$ cat src/rtl/core/hfp_pkg.sv
package hfp_pkg;

  localparam int SPACE_DEPTH_DEF = 32;
  localparam int QUEUE_DEPTH = 4;
  localparam int QPW = $clog2(QUEUE_DEPTH);

  localparam logic [1:0] PH_LINE  = 2'd0;
  localparam logic [1:0] PH_KEY   = 2'd1;
  localparam logic [1:0] PH_VALUE = 2'd2;
  localparam logic [1:0] PH_STOP  = 2'd3;

  localparam logic [2:0] K_KEY   = 3'd0;
  localparam logic [2:0] K_VALUE = 3'd1;
  localparam logic [2:0] K_PAIR  = 3'd2;
  localparam logic [2:0] K_END   = 3'd3;
  localparam logic [2:0] K_ERR   = 3'd4;

  localparam logic FK_KEY   = 1'b0;
  localparam logic FK_VALUE = 1'b1;

  localparam logic [7:0] CH_CR    = 8'h0D;
  localparam logic [7:0] CH_LF    = 8'h0A;
  localparam logic [7:0] CH_COLON = 8'h3A;
  localparam logic [7:0] CH_SP    = 8'h20;
  localparam logic [7:0] CH_TAB   = 8'h09;

  // Work for the back end, carried out in field order from top to bottom.
  typedef struct packed {
    logic       pair;
    logic       clear;
    logic       flush;
    logic       fkind;
    logic       e1;
    logic       k1;
    logic [7:0] b1;
    logic       e2;
    logic       k2;
    logic [7:0] b2;
    logic       hold;
    logic       hend;
    logic       err;
  } hfp_rec_t;

endpackage

$ cat src/rtl/core/hfp_in_if.sv
interface hfp_in_if;
  logic       valid;
  logic       ready;
  logic       op;
  logic [7:0] byte_in;

  modport source (output valid, output op, output byte_in, input ready);
  modport sink (input valid, input op, input byte_in, output ready);
endinterface

$ cat src/rtl/core/hfp_out_if.sv
interface hfp_out_if;
  logic       valid;
  logic       ready;
  logic [2:0] kind;
  logic [7:0] byte_out;
  logic       last;

  modport source (output valid, output kind, output byte_out, output last, input ready);
  modport sink (input valid, input kind, input byte_out, input last, output ready);
endinterface

$ cat src/rtl/core/hfp_front.sv
module hfp_front import hfp_pkg::*; #(
  parameter int SPACE_DEPTH = SPACE_DEPTH_DEF
) (
  input  logic     clk,
  input  logic     rst,
  hfp_in_if.sink   hdr,
  output hfp_rec_t rec,
  output logic     push,
  input  logic     full
);

  localparam int CW = $clog2(SPACE_DEPTH + 1);

  logic [1:0]    phase;
  logic          cr_held;
  logic          pair_open;
  logic          field_started;
  logic [CW-1:0] space_count;

  logic [1:0]    phase_next;
  logic          cr_held_next;
  logic          pair_open_next;
  logic          field_started_next;
  logic [CW-1:0] space_count_next;

  logic          accept;
  logic          take_b;
  logic          ws;
  logic [7:0]    b;

  assign hdr.ready = !full;
  assign accept = hdr.valid && hdr.ready;
  assign push = accept && (|rec);
  assign b = hdr.byte_in;
  assign ws = (b == CH_SP) || (b == CH_TAB);

  always_comb begin
    rec = '0;
    phase_next = phase;
    cr_held_next = cr_held;
    pair_open_next = pair_open;
    field_started_next = field_started;
    space_count_next = space_count;
    take_b = 1'b0;

    if (hdr.op) begin
      rec.clear = (space_count != '0);
      phase_next = PH_LINE;
      cr_held_next = 1'b0;
      pair_open_next = 1'b0;
      field_started_next = 1'b0;
      space_count_next = '0;
    end else if (phase != PH_STOP) begin
      take_b = 1'b1;
      if (cr_held) begin
        cr_held_next = 1'b0;
        if (b == CH_LF) begin
          take_b = 1'b0;
          case (phase)
            PH_LINE: begin
              rec.pair = pair_open;
              rec.hend = 1'b1;
              rec.clear = (space_count != '0);
              pair_open_next = 1'b0;
              field_started_next = 1'b0;
              space_count_next = '0;
              phase_next = PH_STOP;
            end
            PH_KEY: begin
              rec.err = 1'b1;
              phase_next = PH_STOP;
            end
            PH_VALUE: begin
              phase_next = PH_LINE;
            end
            default: begin
            end
          endcase
        end else begin
          // The held CR turns out to be data.
          rec.e1 = 1'b1;
          rec.b1 = CH_CR;
          case (phase)
            PH_LINE: begin
              rec.pair = pair_open;
              rec.clear = (space_count != '0);
              pair_open_next = 1'b0;
              field_started_next = 1'b0;
              phase_next = PH_KEY;
              rec.k1 = FK_KEY;
            end
            PH_KEY: begin
              rec.flush = (space_count != '0);
              rec.fkind = FK_KEY;
              rec.k1 = FK_KEY;
            end
            default: begin
              rec.flush = (space_count != '0);
              rec.fkind = FK_VALUE;
              rec.k1 = FK_VALUE;
              field_started_next = 1'b1;
            end
          endcase
          space_count_next = '0;
        end
      end

      if (take_b) begin
        if (b == CH_CR) begin
          if (((phase_next == PH_KEY) || (phase_next == PH_VALUE)) &&
              (space_count_next >= CW'(SPACE_DEPTH))) begin
            rec.err = 1'b1;
            phase_next = PH_STOP;
            cr_held_next = 1'b0;
          end else begin
            cr_held_next = 1'b1;
          end
        end else begin
          case (phase_next)
            PH_LINE: begin
              if (ws) begin
                if (!pair_open_next) begin
                  rec.err = 1'b1;
                  phase_next = PH_STOP;
                  cr_held_next = 1'b0;
                end else begin
                  phase_next = PH_VALUE;
                end
              end else begin
                rec.pair = pair_open_next;
                pair_open_next = 1'b0;
                if (space_count_next != '0) begin
                  rec.clear = 1'b1;
                end
                space_count_next = '0;
                field_started_next = 1'b0;
                if (b == CH_COLON) begin
                  rec.err = 1'b1;
                  phase_next = PH_STOP;
                  cr_held_next = 1'b0;
                end else begin
                  phase_next = PH_KEY;
                  rec.e2 = 1'b1;
                  rec.k2 = FK_KEY;
                  rec.b2 = b;
                end
              end
            end
            PH_KEY: begin
              if (b == CH_COLON) begin
                if (space_count_next != '0) begin
                  rec.clear = 1'b1;
                end
                space_count_next = '0;
                field_started_next = 1'b0;
                pair_open_next = 1'b1;
                phase_next = PH_VALUE;
              end else if (ws) begin
                if (space_count_next >= CW'(SPACE_DEPTH)) begin
                  rec.err = 1'b1;
                  phase_next = PH_STOP;
                  cr_held_next = 1'b0;
                end else begin
                  rec.hold = 1'b1;
                  rec.b2 = b;
                  space_count_next = space_count_next + CW'(1);
                end
              end else begin
                if (space_count_next != '0) begin
                  rec.flush = 1'b1;
                  rec.fkind = FK_KEY;
                end
                space_count_next = '0;
                rec.e2 = 1'b1;
                rec.k2 = FK_KEY;
                rec.b2 = b;
              end
            end
            PH_VALUE: begin
              if (ws) begin
                if (field_started_next) begin
                  if (space_count_next >= CW'(SPACE_DEPTH)) begin
                    rec.err = 1'b1;
                    phase_next = PH_STOP;
                    cr_held_next = 1'b0;
                  end else begin
                    rec.hold = 1'b1;
                    rec.b2 = b;
                    space_count_next = space_count_next + CW'(1);
                  end
                end
              end else begin
                if (space_count_next != '0) begin
                  rec.flush = 1'b1;
                  rec.fkind = FK_VALUE;
                end
                space_count_next = '0;
                rec.e2 = 1'b1;
                rec.k2 = FK_VALUE;
                rec.b2 = b;
                field_started_next = 1'b1;
              end
            end
            default: begin
            end
          endcase
        end
      end
    end
  end

  always_ff @(posedge clk) begin
    if (rst) begin
      phase <= PH_LINE;
      cr_held <= 1'b0;
      pair_open <= 1'b0;
      field_started <= 1'b0;
      space_count <= '0;
    end else if (accept) begin
      phase <= phase_next;
      cr_held <= cr_held_next;
      pair_open <= pair_open_next;
      field_started <= field_started_next;
      space_count <= space_count_next;
    end
  end

endmodule

$ cat src/rtl/core/hfp_queue.sv
module hfp_queue import hfp_pkg::*; (
  input  logic     clk,
  input  logic     rst,
  input  logic     push,
  input  hfp_rec_t wdata,
  output logic     full,
  input  logic     pop,
  output hfp_rec_t rdata,
  output logic     avail
);

  hfp_rec_t          slots [QUEUE_DEPTH];
  logic [QPW-1:0]    wptr;
  logic [QPW-1:0]    rptr;
  logic [QPW:0]      count;
  logic              do_push;
  logic              do_pop;

  assign full = (count == (QPW + 1)'(QUEUE_DEPTH));
  assign avail = (count != '0);
  assign rdata = slots[rptr];
  assign do_push = push && !full;
  assign do_pop = pop && avail;

  always_ff @(posedge clk) begin
    if (do_push) begin
      slots[wptr] <= wdata;
    end
  end

  always_ff @(posedge clk) begin
    if (rst) begin
      wptr <= '0;
      rptr <= '0;
      count <= '0;
    end else begin
      if (do_push) begin
        wptr <= wptr + QPW'(1);
      end
      if (do_pop) begin
        rptr <= rptr + QPW'(1);
      end
      case ({do_push, do_pop})
        2'b10:   count <= count + (QPW + 1)'(1);
        2'b01:   count <= count - (QPW + 1)'(1);
        default: count <= count;
      endcase
    end
  end

endmodule

$ cat src/rtl/core/hfp_back.sv
module hfp_back import hfp_pkg::*; #(
  parameter int SPACE_DEPTH = SPACE_DEPTH_DEF
) (
  input  logic     clk,
  input  logic     rst,
  input  hfp_rec_t rec,
  input  logic     avail,
  output logic     pop,
  hfp_out_if.source fld
);

  localparam int CW = $clog2(SPACE_DEPTH + 1);
  localparam int IW = (SPACE_DEPTH > 1) ? $clog2(SPACE_DEPTH) : 1;

  logic [7:0]    mem [SPACE_DEPTH];
  logic [7:0]    rdata;

  hfp_rec_t      pend;
  hfp_rec_t      pend_next;
  logic [CW-1:0] cnt;
  logic [CW-1:0] cnt_next;
  logic [CW-1:0] fptr;
  logic [CW-1:0] fptr_next;
  logic [CW-1:0] fnext;
  logic          rd_ok;
  logic          rd_ok_next;

  logic          out_valid;
  logic [2:0]    out_kind;
  logic [7:0]    out_byte;
  logic          out_last;
  logic          out_free;

  logic          emit;
  logic [2:0]    ekind;
  logic [7:0]    ebyte;
  logic          elast;
  logic          we;
  logic          re;
  logic [IW-1:0] raddr;
  logic          busy_next;

  assign fld.valid = out_valid;
  assign fld.kind = out_kind;
  assign fld.byte_out = out_byte;
  assign fld.last = out_last;
  assign out_free = !out_valid || fld.ready;
  assign fnext = fptr + CW'(1);

  always_comb begin
    pend_next = pend;
    cnt_next = cnt;
    fptr_next = fptr;
    rd_ok_next = rd_ok;
    emit = 1'b0;
    ekind = K_ERR;
    ebyte = '0;
    elast = 1'b0;
    we = 1'b0;
    re = 1'b0;
    raddr = fptr[IW-1:0];
    pop = 1'b0;

    if (pend.pair) begin
      if (out_free) begin
        emit = 1'b1;
        ekind = K_PAIR;
        elast = !(pend.flush || pend.e1 || pend.e2 || pend.hend || pend.err);
        pend_next.pair = 1'b0;
      end
    end else if (pend.clear) begin
      cnt_next = '0;
      pend_next.clear = 1'b0;
    end else if (pend.flush) begin
      if (!rd_ok) begin
        re = 1'b1;
        rd_ok_next = 1'b1;
      end else if (out_free) begin
        emit = 1'b1;
        ekind = {2'b00, pend.fkind};
        ebyte = rdata;
        elast = !((fnext < cnt) || pend.e1 || pend.e2 || pend.hend || pend.err);
        if (fnext < cnt) begin
          re = 1'b1;
          raddr = fnext[IW-1:0];
          fptr_next = fnext;
        end else begin
          pend_next.flush = 1'b0;
          fptr_next = '0;
          cnt_next = '0;
          rd_ok_next = 1'b0;
        end
      end
    end else if (pend.e1) begin
      if (out_free) begin
        emit = 1'b1;
        ekind = {2'b00, pend.k1};
        ebyte = pend.b1;
        elast = !(pend.e2 || pend.hend || pend.err);
        pend_next.e1 = 1'b0;
      end
    end else if (pend.e2) begin
      if (out_free) begin
        emit = 1'b1;
        ekind = {2'b00, pend.k2};
        ebyte = pend.b2;
        elast = !(pend.hend || pend.err);
        pend_next.e2 = 1'b0;
      end
    end else if (pend.hold) begin
      we = 1'b1;
      cnt_next = cnt + CW'(1);
      pend_next.hold = 1'b0;
    end else if (pend.hend) begin
      if (out_free) begin
        emit = 1'b1;
        ekind = K_END;
        elast = !pend.err;
        pend_next.hend = 1'b0;
      end
    end else if (pend.err) begin
      if (out_free) begin
        emit = 1'b1;
        ekind = K_ERR;
        elast = 1'b1;
        pend_next.err = 1'b0;
      end
    end

    busy_next = pend_next.pair || pend_next.clear || pend_next.flush || pend_next.e1 ||
                pend_next.e2 || pend_next.hold || pend_next.hend || pend_next.err;
    if (!busy_next && avail) begin
      pop = 1'b1;
      pend_next = rec;
    end
  end

  always_ff @(posedge clk) begin
    if (we) begin
      mem[cnt[IW-1:0]] <= pend.b2;
    end
    if (re) begin
      rdata <= mem[raddr];
    end
  end

  always_ff @(posedge clk) begin
    if (rst) begin
      pend <= '0;
      cnt <= '0;
      fptr <= '0;
      rd_ok <= 1'b0;
      out_valid <= 1'b0;
    end else begin
      pend <= pend_next;
      cnt <= cnt_next;
      fptr <= fptr_next;
      rd_ok <= rd_ok_next;
      if (emit) begin
        out_valid <= 1'b1;
      end else if (fld.ready) begin
        out_valid <= 1'b0;
      end
    end
  end

  always_ff @(posedge clk) begin
    if (emit) begin
      out_kind <= ekind;
      out_byte <= ebyte;
      out_last <= elast;
    end
  end

endmodule

$ cat src/rtl/core/header_field_stream_parser.sv
// Channel  Modport  Beat contents
// hdr      sink     op, byte_in
// fld      source   kind, byte_out, last
//
// Each accepted byte is classified combinationally and queued for the back end.
// The back end handles each result beat and each store write or clear as a step of its own;
// a flush of held whitespace first reads the store, then moves one byte per cycle
// while the output is not stalled.
// The input stalls only while the four-entry queue between the two parts is full.
// Reset is synchronous and empties the queue, the whitespace count and the output.
module header_field_stream_parser import hfp_pkg::*; #(
  parameter int SPACE_DEPTH = SPACE_DEPTH_DEF
) (
  input logic       clk,
  input logic       rst,
  hfp_in_if.sink    hdr,
  hfp_out_if.source fld
);

  hfp_rec_t q_wdata;
  hfp_rec_t q_rdata;
  logic     q_push;
  logic     q_full;
  logic     q_pop;
  logic     q_avail;

  hfp_front #(
    .SPACE_DEPTH(SPACE_DEPTH)
  ) u_front (
    .clk  (clk),
    .rst  (rst),
    .hdr  (hdr),
    .rec  (q_wdata),
    .push (q_push),
    .full (q_full)
  );

  hfp_queue u_queue (
    .clk   (clk),
    .rst   (rst),
    .push  (q_push),
    .wdata (q_wdata),
    .full  (q_full),
    .pop   (q_pop),
    .rdata (q_rdata),
    .avail (q_avail)
  );

  hfp_back #(
    .SPACE_DEPTH(SPACE_DEPTH)
  ) u_back (
    .clk   (clk),
    .rst   (rst),
    .rec   (q_rdata),
    .avail (q_avail),
    .pop   (q_pop),
    .fld   (fld)
  );

endmodule

$ cat src/flat_wrapper.sv
// flat-port wrapper written by rule: the top's interface ports become plain ports
module header_field_stream_parser_flat import hfp_pkg::*;
#(
  parameter int SPACE_DEPTH = SPACE_DEPTH_DEF
)
  (clk, rst, hdr_valid, hdr_op, hdr_byte_in, hdr_ready, fld_valid, fld_kind, fld_byte_out, fld_last, fld_ready);
  hfp_in_if hdr_i ();
  hfp_out_if fld_i ();
  input logic clk;
  input logic rst;
  input wire logic [$bits(hdr_i.valid)-1:0] hdr_valid;
  input wire logic [$bits(hdr_i.op)-1:0] hdr_op;
  input wire logic [$bits(hdr_i.byte_in)-1:0] hdr_byte_in;
  output wire logic [$bits(hdr_i.ready)-1:0] hdr_ready;
  output wire logic [$bits(fld_i.valid)-1:0] fld_valid;
  output wire logic [$bits(fld_i.kind)-1:0] fld_kind;
  output wire logic [$bits(fld_i.byte_out)-1:0] fld_byte_out;
  output wire logic [$bits(fld_i.last)-1:0] fld_last;
  input wire logic [$bits(fld_i.ready)-1:0] fld_ready;
  assign hdr_i.valid = hdr_valid;
  assign hdr_i.op = hdr_op;
  assign hdr_i.byte_in = hdr_byte_in;
  assign hdr_ready = hdr_i.ready;
  assign fld_valid = fld_i.valid;
  assign fld_kind = fld_i.kind;
  assign fld_byte_out = fld_i.byte_out;
  assign fld_last = fld_i.last;
  assign fld_i.ready = fld_ready;
  header_field_stream_parser #(.SPACE_DEPTH(SPACE_DEPTH)) u_core (.clk(clk), .rst(rst), .hdr(hdr_i), .fld(fld_i));
endmodule
$ cat config.mk
export PLATFORM = sky130hd
export DESIGN_NAME = header_field_stream_parser_flat
export DESIGN_NICKNAME = d
export VERILOG_FILES = /design/src/rtl/core/hfp_pkg.sv /design/src/rtl/core/hfp_in_if.sv /design/src/rtl/core/hfp_out_if.sv /design/src/rtl/core/hfp_front.sv /design/src/rtl/core/hfp_queue.sv /design/src/rtl/core/hfp_back.sv /design/src/rtl/core/header_field_stream_parser.sv /design/src/flat_wrapper.sv
export SDC_FILE = /design/constraint.sdc
export NUM_CORES = 1
export LEC_CHECK = 0
export ABC_AREA = 1
export CAP_MARGIN = 20
export CORE_UTILIZATION = 60
export CTS_BUF_LIST = sky130_fd_sc_hd__clkbuf_2
export DETAILED_ROUTE_END_ITERATION = 8
export DONT_BUFFER_PORTS = 1
export PLACE_DENSITY_LB_ADDON = 0.2
export SETUP_SLACK_MARGIN = 0.2
export SYNTH_ARGS = -nofsm -noshare
export SYNTH_HDL_FRONTEND = slang
export SYNTH_SLANG_ARGS = --single-unit
$ cat constraint.sdc
create_clock -name clk -period 7.29 [get_ports clk]
set_clock_uncertainty 0.15 [all_clocks]
set_input_delay 0.3645 -clock clk [delete_from_list [all_inputs] [get_ports clk]]
set_output_delay 0.3645 -clock clk [all_outputs]
set_load 0.1 [all_outputs]
### Word-level counts from Yosys, hierarchy flattened

Memory sizes are Yosys's and may differ from the RTL's. A register that Yosys moved wholly into a read port is not among the register bits.
Index checks and enable logic that the tools add are counted.

* $lt $le $gt $ge: 2
* $add $sub $neg: 7
* mux-type cells: 229
* equal/unequal tests: 18
* reductions and logical operators: 51
* bitwise logic cells: 2

Operators by type and width (number)
* 6-bit 2-to-1 mux: 24
* 1-bit 2-to-1 mux: 113
* 8-bit 2-to-1 mux: 9
* 2-bit 2-to-1 mux: 32
* 27-bit 2-to-1 mux: 2
* 3-bit 2-to-1 mux: 18
* 11-bit 2-to-1 mux: 3
* 5-bit 2-to-1 mux: 6
* 10-bit one-hot mux with 3 select lines: 1
* 27-bit OR reduction: 1
* 25-bit 2-to-1 mux: 1
* 8-bit by 4-bit equality test with 1-bit output (second input constant): 3
* 1-bit logical OR: 21
* 10-bit 2-to-1 mux: 2
* 6-bit by 1-bit adder with 6-bit output (second input constant): 3
* 9-bit 2-to-1 mux: 2
* 6-bit one-hot mux with 3 select lines: 1
* 8-bit by 6-bit equality test with 1-bit output (second input constant): 2
* 14-bit 2-to-1 mux: 1
* 12-bit 2-to-1 mux: 1
* 3-bit by 1-bit != test with 1-bit output (second input constant): 4
* 2-bit one-hot mux with 2 select lines: 3
* 6-bit nonzero test: 2
* 1-bit logical NOT: 8
* 25 further kinds: 46

* bits in writable memories: 364
* register bits after elaboration: 71
* logic and storage cells: 339
* output and inout bits: 14
* memories kept: 2
* bits of input ports: 13

Memories
* u_core.u_back.mem: depth 32, bits a word 8, read ports 1, clocked after memory_dff 1, wr ports 1, RTL line hfp_back.sv:15 `logic [7:0] mem [SPACE_DEPTH];`
* u_core.u_queue.slots: depth 4, bits a word 27, read ports 1, clocked after memory_dff 1, wr ports 1, RTL line hfp_queue.sv:12 `hfp_rec_t slots [QUEUE_DEPTH];`

### Depth between registers and ports, before layout

Gate-level depths: netlist (run 1).

* depth after elaboration: 21
* gate-level depth with buffers: 28
* depth with buffers taken out: 28

### By module

From an unflattened synthesis (run 1), not the netlist that was laid out.

* cell total of the unflattened synthesis: 2116
* area total of the unflattened synthesis: 20654.8 µm²

By module, submodules not included
* hfp_back: times used 1, sequential area each 9108.7 µm², cells each 1449, area each 14266.2 µm²
* hfp_queue: times used 1, sequential area each 3423.3 µm², cells each 330, area each 4550.6 µm²
* hfp_front: times used 1, sequential area each 220.2 µm², cells each 337, area each 1838.0 µm²

### Worst setup path before layout (run 1)

Ideal clock, no wire load.

* kind: input to register
* start: input hdr_byte_in[0]
* end: memory u_core.u_queue.slots[0][0] (netlist name), enable pin
* data arrival time: 3403 ps
* library setup time: 395 ps
* path buffers: 0
* path slack: 3342 ps
* cell stages on the path: 18
* required time: 6745 ps
* path through: inv_1 -> nand2_1 -> nor2_4 -> nand3_2 -> inv_1 -> nand3b_1 -> o21ai_0 -> inv_1 -> ha_1 -> inv_1 -> o311ai_0 -> nor4_1 -> nor2_1 -> nand2_1 -> nor2_1 -> nand3_1 -> nand2_1 -> nor2_1

RTL lines
* from (decl): RTL line flat_wrapper.sv:13 `input wire logic [$bits(hdr_i.byte_in)-1:0] hdr_byte_in;`
* to (decl): RTL line hfp_queue.sv:12

### Worst setup path after layout (run 1)

* start: input hdr_byte_in[4]
* end: register u_core.u_queue.count[2]

* longest elaborated chain between the ends: 19
* elaborated cells between the ends (all ways): 84
* those cells by class: 1 x order compare; 9 x eq/ne; 65 x mux; 9 x reduce/logical

RTL lines
* 8-bit by 4-bit equality test with 1-bit output: RTL line hfp_front.sv:57 `if (b == CH_LF) begin`
* 6-bit 2-to-1 mux: RTL line hfp_front.sv:57
* 6-bit 2-to-1 mux: RTL line hfp_front.sv:55 `if (cr_held) begin`
* 6-bit 2-to-1 mux: RTL line hfp_front.sv:53 `end else if (phase != PH_STOP) begin`
* 6-bit 2-to-1 mux: RTL line hfp_front.sv:46 `if (hdr.op) begin`
* 6-bit >= comparator or 6-bit nonzero test (tied branches)
* 1-bit 2-to-1 mux, or another cell as far along: RTL line hfp_front.sv:159, hfp_front.sv:182
* 1-bit 2-to-1 mux, or another cell as far along: RTL line hfp_front.sv:181 `if (field_started_next) begin`
* [... 3 more ...]
* 1-bit 2-to-1 mux, or another cell as far along: RTL line hfp_front.sv:108 `if (take_b) begin`
* 27-bit 2-to-1 mux (*): RTL line hfp_front.sv:53
* 25-bit 2-to-1 mux: RTL line hfp_front.sv:46
* 27-bit OR reduction (*): RTL line hfp_front.sv:33 `assign push = accept && (|rec);`
* 1-bit logical AND (*): RTL line hfp_front.sv:33
* 1-bit logical AND (*): RTL line hfp_queue.sv:22 `assign do_push = push && !full;`
* 2-bit by 1-bit equality test with 1-bit output or 2-bit equality test (tied branches): RTL line hfp_queue.sv:43 `case ({do_push, do_pop})`
* 3-bit one-hot mux with 2 select lines or 2-bit nonzero test (tied branches)
* to (signal assigned): RTL line hfp_queue.sv:44 `2'b10: count <= count + (QPW + 1)'(1);`
* to (signal assigned): RTL line hfp_queue.sv:45 `2'b01: count <= count - (QPW + 1)'(1);`
* to (signal assigned): RTL line hfp_queue.sv:46 `default: count <= count;`
* to (decl): RTL line hfp_queue.sv:15 `logic [QPW:0] count;`

Mark *: on every way between the ends. The rest lies on a longest branch, timed or not. The select of a mux whose other input is x is not followed.
A chain may end at the register's enable or synchronous reset.

==> results of run 1 <==
[flip-flops by register name, indices dropped and copies added, names as in the netlist, named ones only]
signal / count
u_core.u_back.mem: 256
u_core.u_queue.slots: 76
u_core.u_back.pend: 20
u_core.u_back.fld.byte_out: 8
u_core.u_back.rdata: 8
u_core.u_back.cnt: 6
u_core.u_back.fptr: 6
u_core.u_front.space_count: 6
u_core.u_back.fld.kind: 3
u_core.u_queue.count: 3
u_core.u_front.phase: 2
u_core.u_queue.rptr: 2
u_core.u_queue.wptr: 2
u_core.u_back.fld.last: 1
u_core.u_back.fld.valid: 1
u_core.u_back.rd_ok: 1
u_core.u_front.cr_held: 1
u_core.u_front.field_started: 1
u_core.u_front.pair_open: 1
[critical path, delay by kind of cell]
family,cells,cell delay [ps]
buf+inv,7,2050
simple gates,15,1870
fa+ha+maj,3,760
compound gates,5,510
[how the worst max path moves through the flow]
stage	from	end	cells past startpoint
after detailed placement	u_core.u_back.fptr[0]$_SDFFE_PP0P_	u_core.u_back.rdata[7]$_DFFE_PP_	17
final	hdr_byte_in[4]	u_core.u_queue.count[2]$_SDFFE_PP0P_	30
after floorplan	hdr_byte_in[0]	u_core.u_queue.slots[0][0]$_DFFE_PP_	18
after global routing	hdr_byte_in[4]	u_core.u_queue.count[2]$_SDFFE_PP0P_	30
after CTS	hdr_byte_in[5]	u_core.u_queue.count[2]$_SDFFE_PP0P_	30
after global placement	u_core.u_back.fptr[0]$_SDFFE_PP0P_	u_core.u_back.rdata[4]$_DFFE_PP_	17
[routing by layer]
metal	wire length, µm	vias to the layer above
li1	-	5784
met1	17060	5863
met2	20940	467
met3	2359	90
met4	1359	0
met5	0	-
[power by group through the flow]
stage	combinational [mW]	clock, mW	sequential, mW
3_3_place_gp	0.969	0	3.28
4_1_cts	1.04	1.49	3.22
6_report	1.04	1.46	3.22
3_5_place_dp	1.02	0	3.27
5_1_grt	1.15	1.60	3.24
2_1_floorplan	0.645	0	3.29
[cell families (layout without fill, tap and decap cells)]
kind of cell	Yosys count	after routing	synth area share (%)
other	0	1	0
muxes	128	128	8.208
xor gates and xnor gates	5	5	0.2410
buffers and inverters	187	350	4.552
DFF	406	406	64.12
adders and majority gates	23	23	1.625
and+or+nand+nor	508	508	11.90
AOI/OAI and AO/OA	296	296	9.351
[synth_stat cells (29+ instances only)]
cell / count
o211ai_1: 36
o21ai_1: 41
nand2_1: 178
nand3_1: 59
mux2_2: 70
dfxtp_1: 54
a21oi_1: 75
edfxtp_1: 352
clkbuf_1: 29
inv_1: 100
mux2_1: 34
o21ai_0: 93
nor2_1: 221
[what timing repair did]
| item | CTS | global route |
|---|---|---|
| endpoints found under the hold margin | 136 | 0 |
| setup buffers | 0 | 0 |
| hold buffers | 25 | 0 |
[final cells by class]
type                       instances  area (µm²)
timing repair buffer              43       427.9
fill                            2290       10070
clock inverter                    32       166.4
sequential                       406       11650
tap                              390       488.0
multi-input combinational        960        5694
inverter                         129       484.2
antenna                            1       2.502
clock buffer                     146       730.7
[through the flow]
step	instances	hold WS (ps)
detailed placement	1903	296.1
CTS	2106	37.02
finish	2107	125.9
global placement	1902	289.7
floorplan	1553	272.1
global route	2107	111.3
==> metrics list, run 1 <==
* Outcome: finished clean
- The tool flagged a number of max-cap violations equal to 0.
- The share of synthesized area in the top cell type comes to 58.17%.
- The share of the Yosys chip area taken by registers is between 60% and 70%.
- Switching part of the total: 35.24%
- Cell type contributing the most total cell area after synthesis: edfxtp_1
* CTS HTree Levels: 3
- Post-synth EDFFs: 352
- The worst-case IR drop observed on VDD is between 0.2 and 0.3 mV.
- In this run the power spent charging and discharging nets is slightly above 2 mW.
- For flop-to-flop paths, the worst setup slack is 2630 ps.
- The library cell used most frequently in the layout, excluding fill and tap cells, is edfxtp_1.
- Total Die Area: 30,980 µm²
* Combined global-route utilization of all metal layers: 27.38%
* Placer's final routability congestion estimate: 0.9485
- Global-route met3 utilization: 4.457%
- In this run the deepest clock path goes through 3 buffers.
- Total power for the finished layout comes to 5.725 mW.
* Combinational cell fraction of total power: 18.2%
* Most used cell, CP: nand2_1
- The Yosys step of the flow raised 0 warnings.
- Post-synthesis instance area: 18,170 µm²
- First-iteration detailed-routing DRC count: 1,107
- After detailed routing, the average wire length per cell comes to 19.80 µm.
- DPL Wire Length: 25,890 µm
- For this design the top-level I/O count stands at 27.
- Clock tree synthesis inserted a total of just under 100 buffers.
* RR Startpoint: u_core.u_back.fptr[0]$_SDFFE_PP0P_
- Pre-CTS setup slack: 2697 ps
* Number of global-route vias before repair: 12,080
- In the layout the commonest cells are 352 x edfxtp_1, 221 x nor2_1, 177 x nand2_1.
- DRC violations left: 0
- Summed over all cells, the static leakage comes to 7.118 nW.
- Detailed routing inserted a total of 12,200 vias.
- Count of buffers from port buffering: 0
- Sinks on Clock Net: 406
* Proportion of power drawn by flip-flops and latches: 56.2%
* Placement row count: between 60 and 70
* End of the worst register-to-register path: u_core.u_back.rdata[7]$_DFFE_PP_
- The layer flagged by global routing as most heavily used is met2.
* Tightest slew margin relative to the limit: between 20% and 30%
- The placed instances occupy a cell area of 18,490 µm².
* Ys flop type: edfxtp_1
- ANT nets after route: 0
- The worst setup path is launched from a primary input.
- Post-synthesis async set-or-reset flop share: 0%
- Ranked by total cell area, the synthesized netlist is headed by edfxtp_1 58%, dfxtp_1 5.9%, nor2_1 4.6%, mux2_2 4.3%, nand2_1 3.7%.
- For hold timing, the worst endpoint is u_core.u_front.space_count[3]$_SDFFE_PP0P_.
- Largest fanout of any net on the critical path: 5
- Number of library cell types mapped by synthesis: 57
* Pin count of the biggest net entering global routing: 129
- The internal power of the cells totals 3.707 mW.
- Hold path cells: 9
- Height of the die: 176.0 µm
* Grt met2 use: 47.26%
- The root buffer cell chosen for the clock tree is clkbuf_2.
* Final number of max-transition violations: 0
* CP max stage cell: dlygate4sd3_1
- Post-synthesis sequential element count: 406
- The largest single stage delay on the critical path is 610 ps.
- The cell count after synthesis came out at 1,553.
- A synthesized cell averages 11.70 µm².
* # setup viols final: 0
- Number of vias per cell after detailed routing: 5.792
- Classification of the worst-slack hold path: primary input to flop
- Global-route wire length before repair: 64,580 µm
- Derived from the worst setup path, the maximum achievable clock frequency is between 200 and 250 MHz.
- For this configuration, the core starts out at a cell density of 61.14%.
- Worst path arrival time: approximately 5600 ps
- Counting cells, the worst reg-to-reg path comes to 17.
- Clock-pin slew was measured on the worst setup and hold paths at ~100 ps.
- Global routing usage on met1: 34.12%
* Least setup slack across all paths after layout: roughly 2400 ps
- Setup repair after global routing missed its margin: no
- With fillers left out, the area of the finished cells amounts to 19,650 µm².
* Total nets after synthesis: 1,589
- Measured on the finished design, the core utilization comes to between 60 and 70%.
- The initial antenna violation count came to 1.
- In this run the most critical hold path is launched from hdr_byte_in[7].
* Data required time of the critical path: 7950 ps
* Final sum of negative setup slack: 0 ps
- Transition time of the tightest slew-check pin: about 1200 ps
- Clock network fraction of design power: 25.5%
- Classification of the worst setup path: primary input to flop
- The total overflow left after global routing is 0.
- Of the available clock period, the critical path in the final layout requires between 60% and 70%.
- After clock tree synthesis, the repair step resized 0 gates.
- Power spread over the standard cell area amounts to 291.4 nW/µm².
* TritonCTS clock tree: built
- The final hold violation count came to 0.
* Critical Path Sink Type: flop
- Synthesis-to-layout area growth: 8.119%
- The post-route netlist has 18.01% of its cells at a drive strength greater than 1.
* Core Box Area: 29,720 µm²
* Final nets: 1,674
- After layout, the minimum clock period comes to 4887 ps.
- The die is 176.0 µm wide.
- Wires add up to 41,710 µm.
* Initial DRT Pass Iterations: 5
- Clock latency on the worst-skew pair, taken at its later pin, is 930 ps.
Power figures use the tool's default switching activity.
==> run 2, diff against run 1 <==
--- a/config.mk
+++ b/config.mk
@@ -5,7 +5,7 @@
 export SDC_FILE = /design/constraint.sdc
 export NUM_CORES = 1
 export LEC_CHECK = 0
-export ABC_AREA = 1
+export ABC_AREA = 0
 export CAP_MARGIN = 20
 export CORE_UTILIZATION = 60
 export CTS_BUF_LIST = sky130_fd_sc_hd__clkbuf_2
==> constraint.sdc (replaced) <==
create_clock -name clk -period 4.21 [get_ports clk]
set_clock_uncertainty 0.15 [all_clocks]
set_input_delay 0.2105 -clock clk [delete_from_list [all_inputs] [get_ports clk]]
set_output_delay 0.2105 -clock clk [all_outputs]
set_load 0.1 [all_outputs]
==> run 2 against run 1 <==
First-iteration DRC count increased by 21%. Worst setup slack got worse by 2100 ps. Synthesized area decreased by 4.1%. Global-route usage increased by 2.2 points. Critical endpoint unchanged.
==> metrics list, run 2 <==
- The cell area after placement was 18,530 µm² (+0.26%).
- Setup repair after global routing missed its margin: no
* Final sum of negative setup slack: 0 ps (unchanged)
- Timing would allow up to 257.3 MHz.
- The final weighted congestion in routability-driven placement came to 0.9013 (-5.0%).
* Final cell area excluding filler cells: 20,040 µm² (+2.0%)
- Setup crit start: hdr_byte_in[0]
- Maximum clock path buffer count: 3 (unchanged)
- Post-synthesis sequential element count: 406 (unchanged)
- Number of global-route vias before repair: 11,610 (-3.9%)
- Classification of the worst-slack hold path: primary input to flop
- Synthesis-to-layout area growth: 15.03%
- The routed design could run at a clock period as short as 3886 ps.
- Clock network fraction of design power: 24.8% (-0.7 points)
* Critical Path Sink Type: flop
* Hold Violations, Final: 0 (unchanged)
* Total nets after synthesis: 1,381 (-13%)
- The fraction of power spent switching nets came to 34.35% (-0.89 points).
- Number of vias per cell after detailed routing: 6.079 (+4.9%)
- CP max stage cell: dlygate4sd3_1
- Sinks on Clock Net: 406 (unchanged)
* CTS Root Buffer Type: clkbuf_2
* Number of instances in the synthesized netlist: 1,345 (-13%)
- Share of the core filled with cells: 70.01% (+3.9 points)
- The remaining routing DRC violations is 0 (unchanged).
- The worst setup path is launched from a primary input.
- Highest-count cells in the layout ignoring fill and taps: 352 x edfxtp_1, 204 x nand2_1, 145 x clkbuf_2
- Combinational cell fraction of total power: 18.4% (+0.2 points)
- The height of the die was 172.4 µm (-2.1%).
* Reported leakage power: 7.139 nW (+0.29%)
- Synth area leaders: edfxtp_1 61%, dfxtp_1 6.2%, nand2_1 4.4%, mux4_2 4.4%, nor2_1 2.8%
- Proportion of power drawn by flip-flops and latches: 56.8% (+0.6 points)
- The area inside the core boundary came to 28,630 µm² (-3.7%).
* Total wire length after detailed routing: 42,940 µm (+2.9%)
- The post-synthesis mux area share came to 6.499% (-1.7 points).
- Data required time of the critical path: 4960 ps (-2990 ps)
- Pin count of the biggest net entering global routing: 80 (-38%)
- Number of top-level pins: 27 (unchanged)
- Cell Int Power: 6.726 mW (+81%)
- The starting density of the core is 60.87% (-0.28 points).
- The worst setup slack after layout was 324.0 ps (-2079 ps).
* Peak per-stage delay on the critical path: 580 ps (-30 ps)
- Share of the clock period used by the worst path after layout: 92.31%
* Synth Area per Inst: 12.95 µm² (+11%)
* Number of antenna violations at the first check in global routing: 1 (unchanged)
- TritonCTS clock tree: built
- Share of synthesized cell area in full adder, half adder and majority cells: 1.867% (+0.24 points)
- Max_cap viols: 0 (unchanged)
- Pre-CTS setup slack: -77.84 ps (-2774 ps)
* Start point of the worst min-delay path: hdr_byte_in[1]
- DPL Wire Length: 27,670 µm (+6.9%)
* Outcome: finished clean
- RR Startpoint: u_core.u_front.phase[1]$_SDFFE_PP0P_
* Most used cell, CP: inv_1
* Global-route wire length before repair: 64,540 µm (about the same)
- The global-route usage over all layers came to 29.59% (+2.2 points).
- Commonest cells post-synth: 352 x edfxtp_1, 206 x nand2_1, 128 x nor2_1
- Clock transition time at the flip-flop clock pins of the worst setup and hold paths: 110 ps (about the same)
- Transition time of the tightest slew-check pin: 1035 ps (-128.8 ps)
* Max FFs per register: 256 (unchanged)
- Total via count after detailed routing: 12,030 (-1.4%)
- The cell area power density is 511.2 nW/µm² (+75%).
- The critical path is of the primary input to flop type.
* Number of CTS-inserted buffers: 99 (+1.0%)
- The total number of H-tree levels is 3 (unchanged).
* Final nets: 1,554 (-7.2%)
- Largest fanout of any net on the critical path: 4 (-1)
- Overall Power: 10.25 mW (+79%)
- The setup-violating endpoint count in the final report came to 0 (unchanged).
- Count of synthesis-stage warnings from yosys: 0 (unchanged)
- Post-synthesis sequential area ratio: 66.87% (+2.7 points)
* ANT nets after route: 0 (unchanged)
- The relative slew slack was 30.93% (+8.7 points).
* Post-synthesis async set-or-reset flop share: 0% (unchanged)
* Synthesized-area fraction occupied by xor and xnor cells: 0.8043% (+0.56 points)
- Cell-by-cell listing of the critical path: dlygate4sd3_1, or4_4, nor2_4, nand2_4, mux2i_4, inv_1, buf_4, ha_4, nand2_1, or3_1, a221oi_2, nor3_2, a41oi_4, inv_1, ha_1, inv_1, fa_1, xor2_1, or3_1, a21oi_1
- Worst path arrival time: 4640 ps (-910 ps)
- Clock insertion delay at the later pin of the skew report: 980 ps (+50 ps)
* Most frequent standard cell in the layout excluding fill and tap cells: edfxtp_1
* Fraction of layout instances using a drive strength above 1: 22.90% (+4.9 points)
- The biggest area contributor in the post-synthesis netlist is edfxtp_1.
* Post-synth EDFFs: 352 (unchanged)
* Residual overflow from global routing: 0 (unchanged)
- After synthesis, the largest family of logic cells by area is simple AND/OR/NAND/NOR gates.
- The per-cell routed wire length is 21.70 µm (+9.6%).
* Final number of max-transition violations: 0 (unchanged)
* Share of Yosys cell area claimed by the top area cell type: 60.67% (+2.5 points)
- Share of the synthesized area in compound gates (AO/OA/AOI/OAI): 7.224% (-2.1 points)
- The horizontal die dimension is 172.4 µm (-2.1%).
* Simple-gate share of the synthesized area: 14.55% (+2.7 points)
- The number of iterations in the first detailed-routing pass came to 7 (+2).
* IR Drop Worst-Case VDD: 0.2445 mV (-5.7%)
- Number of library cell types mapped by synthesis: 72 (+26%)
- Ys flop type: edfxtp_1
* P_sw: 3.519 mW (+74%)
- The cell area after synthesis came to 17,420 µm² (-4.1%).
- Total Die Area: 29,720 µm² (-4.1%)
- Fill cell total of the finished layout: 2,014 (-12%)
* Count of buffers from port buffering: 0 (unchanged)
- The number of rows created at floorplan was 62 (-1.6%).
* First-iteration detailed-routing DRC count: 1,340 (+21%)
- Cell with the most instances after synthesis: edfxtp_1
[run 2: path summary, 6_finish.rpt]
kind / to / cells past startpoint / slack [ps]
worst max-delay path: u_core.u_queue.count[2]$_SDFFE_PP0P_ / 20 / 320
worst min-delay path: u_core.u_front.pair_open$_SDFFE_PP0P_ / 6 / 70
worst max register to register: u_core.u_queue.count[2]$_SDFFE_PP0P_ / 17 / 330
worst min register to register: u_core.u_front.space_count[4]$_SDFFE_PP0P_ / 2 / 350
[run 2: critical path: cells and delay by family]
family / cells / cell delay [ps]
buffers and inverters: 5 / 970
xor gates and xnor gates: 1 / 70
muxes: 1 / 210
and+or+nand+nor: 7 / 1710
adders and majority gates: 3 / 680
AOI/OAI and AO/OA: 3 / 790
[run 2: cells by family after synthesis]
family	count (synthesis)
adder cells (fa/ha/maj)	26
AND/OR/NAND/NOR	548
XOR/XNOR	16
multiplexers	70
flip-flops	406
AO/OA/AOI/OAI	183
buffers and inverters	96
[run 2: metrics by stage]
stage	hold slack (ps)	std cells
5_1_grt	23.73	1979
6_report	66.42	1979
4_1_cts	9.269	1966
3_5_place_dp	138.7	1759
3_3_place_gp	136.2	1759
2_1_floorplan	238.7	1345
[run 2: final cells by class]
type,count,area (µm²),area share (%)
inverters,30,112.6,0.5619
flip-flops and latches,406,11650,58.14
multi-input cells,844,5637,28.12
clock inverters,32,166.4,0.8303
clock buffers,145,725.7,3.621
repair buffers,137,1265,6.312
diodes,1,2.502,0.01249
well taps,384,480.5,2.397
[run 2: routing by layer]
| metal | part of all wire, % | wire length [µm] | vias to the layer above | global-route usage, % |
|---|---|---|---|---|
| met4 | 2.2 | 959 | 0 | 10.50 |
| li1 | - | - | 5465 | - |
| met5 | 0 | 0 | - | 0 |
| met2 | 46 | 19610 | 565 | 44.00 |
| met3 | 9.2 | 3947 | 89 | 7.736 |
| met1 | 43 | 18430 | 5911 | 42.25 |
[run 2: repair_timing]
item | CTS | global route
endpoints found under the hold margin | 164 | 20
setup buffers | 4 | 6
pin swaps | 2 | 5
cloned | 1 | 1
gates resized for setup | 6 | 30
setup endpoints to repair | 9 | 12
hold buffers | 25 | 5
[run 2: power by group through the flow]
stage / logic (mW) / registers [mW] / clock network (mW)
floorplan: 1.04 / 5.88 / 0
global placement: 1.74 / 5.89 / 0
detailed placement: 1.79 / 5.90 / 0
CTS: 1.84 / 5.81 / 2.59
global route: 2.04 / 5.85 / 2.79
finish: 1.89 / 5.82 / 2.54
==> run 3, diff against run 2 <==
--- a/config.mk
+++ b/config.mk
@@ -5,10 +5,11 @@
 export SDC_FILE = /design/constraint.sdc
 export NUM_CORES = 1
 export LEC_CHECK = 0
-export ABC_AREA = 0
+export ABC_AREA = 1
 export CAP_MARGIN = 20
 export CORE_UTILIZATION = 60
 export CTS_BUF_LIST = sky130_fd_sc_hd__clkbuf_2
+export CTS_CLUSTER_DIAMETER = 50
 export DETAILED_ROUTE_END_ITERATION = 8
 export DONT_BUFFER_PORTS = 1
 export PLACE_DENSITY_LB_ADDON = 0.2
==> run 3 against run 2 <==
Combinational power about the same. Non-clock buffer count down 45. Utilization down 1.4 points. Total power down 1.2%. Wire length up 1.3%. Via count up 4.0%. Flip-flop and latch count unchanged.
==> metrics list, run 3 (synthesis gave the netlist of run 1 again) <==
- Final sum of negative setup slack: 0 ps (unchanged)
- Sinks on Clock Net: 406 (unchanged)
- The initial antenna violation count came to 1 (unchanged).
- The measured slew at the worst slew-check pin was 942.8 ps (-91.78 ps).
- Compared with the post-synthesis result, the final layout area differs by 12.18%.
- Number of CTS-inserted buffers: 99 (unchanged)
- The post-layout minimum cycle time came to 3843 ps (-42.60 ps).
- The height of the die is 176.0 µm (+2.1%).
* Number of vias per cell after detailed routing: 5.797 (-4.6%)
- The fraction of final layout cells with drive strength greater than 1 is 21.45% (-1.4 points).
- Total via count after detailed routing: 12,510 (+4.0%)
- The global-route usage over all layers was 28.19% (-1.4 points).
- ANT nets after route: 0 (unchanged)
- The largest net degree at the start of global routing was 42 (-48%).
* Least setup slack across all paths after layout: 366.6 ps (+42.60 ps)
- The final hold violation count came to 0 (unchanged).
* Final number of max-transition violations: 0 (unchanged)
* Residual overflow from global routing: 0 (unchanged)
* Power Density: 496.7 nW/µm² (-2.8%)
* Tightest slew margin relative to the limit: 37.14% (+6.2 points)
- Total wire length after detailed routing: 43,510 µm (+1.3%)
* Placer's final routability congestion estimate: 0.9475 (+5.1%)
- The via count of the first global-routing pass is 12,370 (+6.5%).
* Data required time of the critical path: 4810 ps (-150 ps)
* DPL Wire Length: 26,660 µm (-3.7%)
- The first-pass GRT wire length was 66,580 µm (+3.2%).
- First-iteration detailed-routing DRC count: 982 (-27%)
- The count of buffers inserted at the top-level ports is 0 (unchanged).
- Top achievable clock speed: 260.2 MHz (+1.1%)
* IR Drop Worst-Case VDD: 0.3639 mV (+49%)
* Worst path arrival time: 4440 ps (-200 ps)
- Startpoint type of the worst setup path: flop
* Core Box Area: 29,720 µm² (+3.8%)
- Largest fanout of any net on the critical path: 11 (+7)
- The post-placement setup slack is 142.4 ps (+220.2 ps).
- Max_cap viols: 0 (unchanged)
* CTS HTree Levels: 3 (unchanged)
* Overall Power: 10.12 mW (-1.2%)
- The setup-violating endpoint count in the final report was 0 (unchanged).
- The critical path is of the flop to flop type.
* Clock insertion delay at the later pin of the skew report: 990 ps (about the same)
* Share of the clock period used by the worst path after layout: 91.29% (-1.0 points)
* Max FFs per register: 256 (unchanged)
- DRC violations left: 0 (unchanged)
* Maximum clock path buffer count: 3 (unchanged)
- The worst setup path is captured at a flop.
- Width of the die: 176.0 µm (+2.1%)
- CTS Root Buffer Type: clkbuf_2
- The die area is 30,980 µm² (+4.2%).
- Highest-count cells in the layout ignoring fill and taps: 352 x edfxtp_1, 213 x nor2_1, 174 x nand2_1
- Initial DRT Pass Iterations: 7 (unchanged)
- Setup repair after global routing missed its margin: yes
* TritonCTS clock tree: built
- The net total in the final layout is 1,724 (+11%).
* Effective utilization at floorplan: 61.14% (+0.28 points)
- Reported leakage power: 7.487 nW (+4.9%)
- The clock slew at the register clock pins of the worst setup and hold paths came to 110 ps (about the same).
- The path class of the tightest hold or removal check is primary input to flop.
* Routed WL per cell: 20.16 µm (-7.1%)
- Most frequent standard cell in the layout excluding fill and tap cells: edfxtp_1
- The I/O pin total came to 27 (unchanged).
- Placement row count: 63 (+1.6%)
* Outcome: finished clean
==> run 3: routing by layer <==
metal	part of all wire (%)	track usage [%]	vias to the layer above	wire [µm]
met1	41	36.18	6043	17730
met2	49	46.36	491	21380
met3	6.5	4.866	102	2807
li1	-	-	5874	-
met5	0	0	-	0
met4	3.7	14.09	0	1597
==> run 3: metrics by stage <==
step | cells | utilization, % | instance area [µm²] | hold WS [ps]
6_report | 2158 | 68.59 | 20380 | 101.3
5_1_grt | 2158 | 68.59 | 20380 | 54.60
4_1_cts | 2145 | 67.59 | 20090 | 13.92
3_5_place_dp | 1928 | 63.10 | 18750 | 138.2
3_3_place_gp | 1928 | 63.10 | 18750 | 134.9
2_1_floorplan | 1553 | - | 18170 | 139.0
==> run 3: final timing paths <==
| kind | slack (ps) | start | end | depth (start not counted) |
|---|---|---|---|---|
| worst max-delay path | 370 | u_core.u_back.fptr[1]$_SDFFE_PP0P_ | u_core.u_back.rdata[7]$_DFFE_PP_ | 20 |
| worst min-delay path | 100 | hdr_byte_in[1] | u_core.u_queue.slots[3][0]$_DFFE_PP_ | 7 |
| worst max register to register | 370 | u_core.u_back.fptr[1]$_SDFFE_PP0P_ | u_core.u_back.rdata[7]$_DFFE_PP_ | 20 |
| worst min register to register | 310 | u_core.u_back.pend[23]$_SDFFE_PP0P_ | u_core.u_back.pend[23]$_SDFFE_PP0P_ | 2 |
==> run 3: report_power, final <==
part | leakage [nW] | internal, mW | switching, mW | total (mW)
sequential | 3.69 | 4.94 | 0.627 | 5.57
clock | 0.716 | 1.05 | 1.60 | 2.64
combinational | 3.08 | 0.544 | 1.37 | 1.91
==> run 3: repair_timing <==
action	CTS	global route
endpoints found under the hold margin	225	8
gates cloned	1	2
hold buffers	36	2
setup buffers	0	7
endpoints found under the setup margin	2	39
resized for setup	1	42
pin swaps	0	9
==> run 3: area by class of cell <==
class,instances,area (µm²)
diodes,1,2.502
clock buffers,153,765.7
clock inverters,27,160.2
fillers,2189,9334
inverters,129,484.2
multi-input cells,960,5777
flip-flops and latches,406,11660
well taps,390,488.0
repair buffers,92,1046
==> run 3: critical path, stage by stage, from the launching register on <==
cell and delay [ps]:
dfxtp_2 370, nand3_2 100, nor3_2 220, xor2_1 230, ha_1 280, a21oi_1 130, o21a_1 150, nand2_2 60
inv_1 100, ha_1 270, o21ai_4 180, buf_12 150, buf_4 140, clkbuf_16 170, mux2_1 320, nor2_1 90
nor2_1 40, o21ai_0 100, o211ai_1 120, nand3_1 240, nand2_1 70
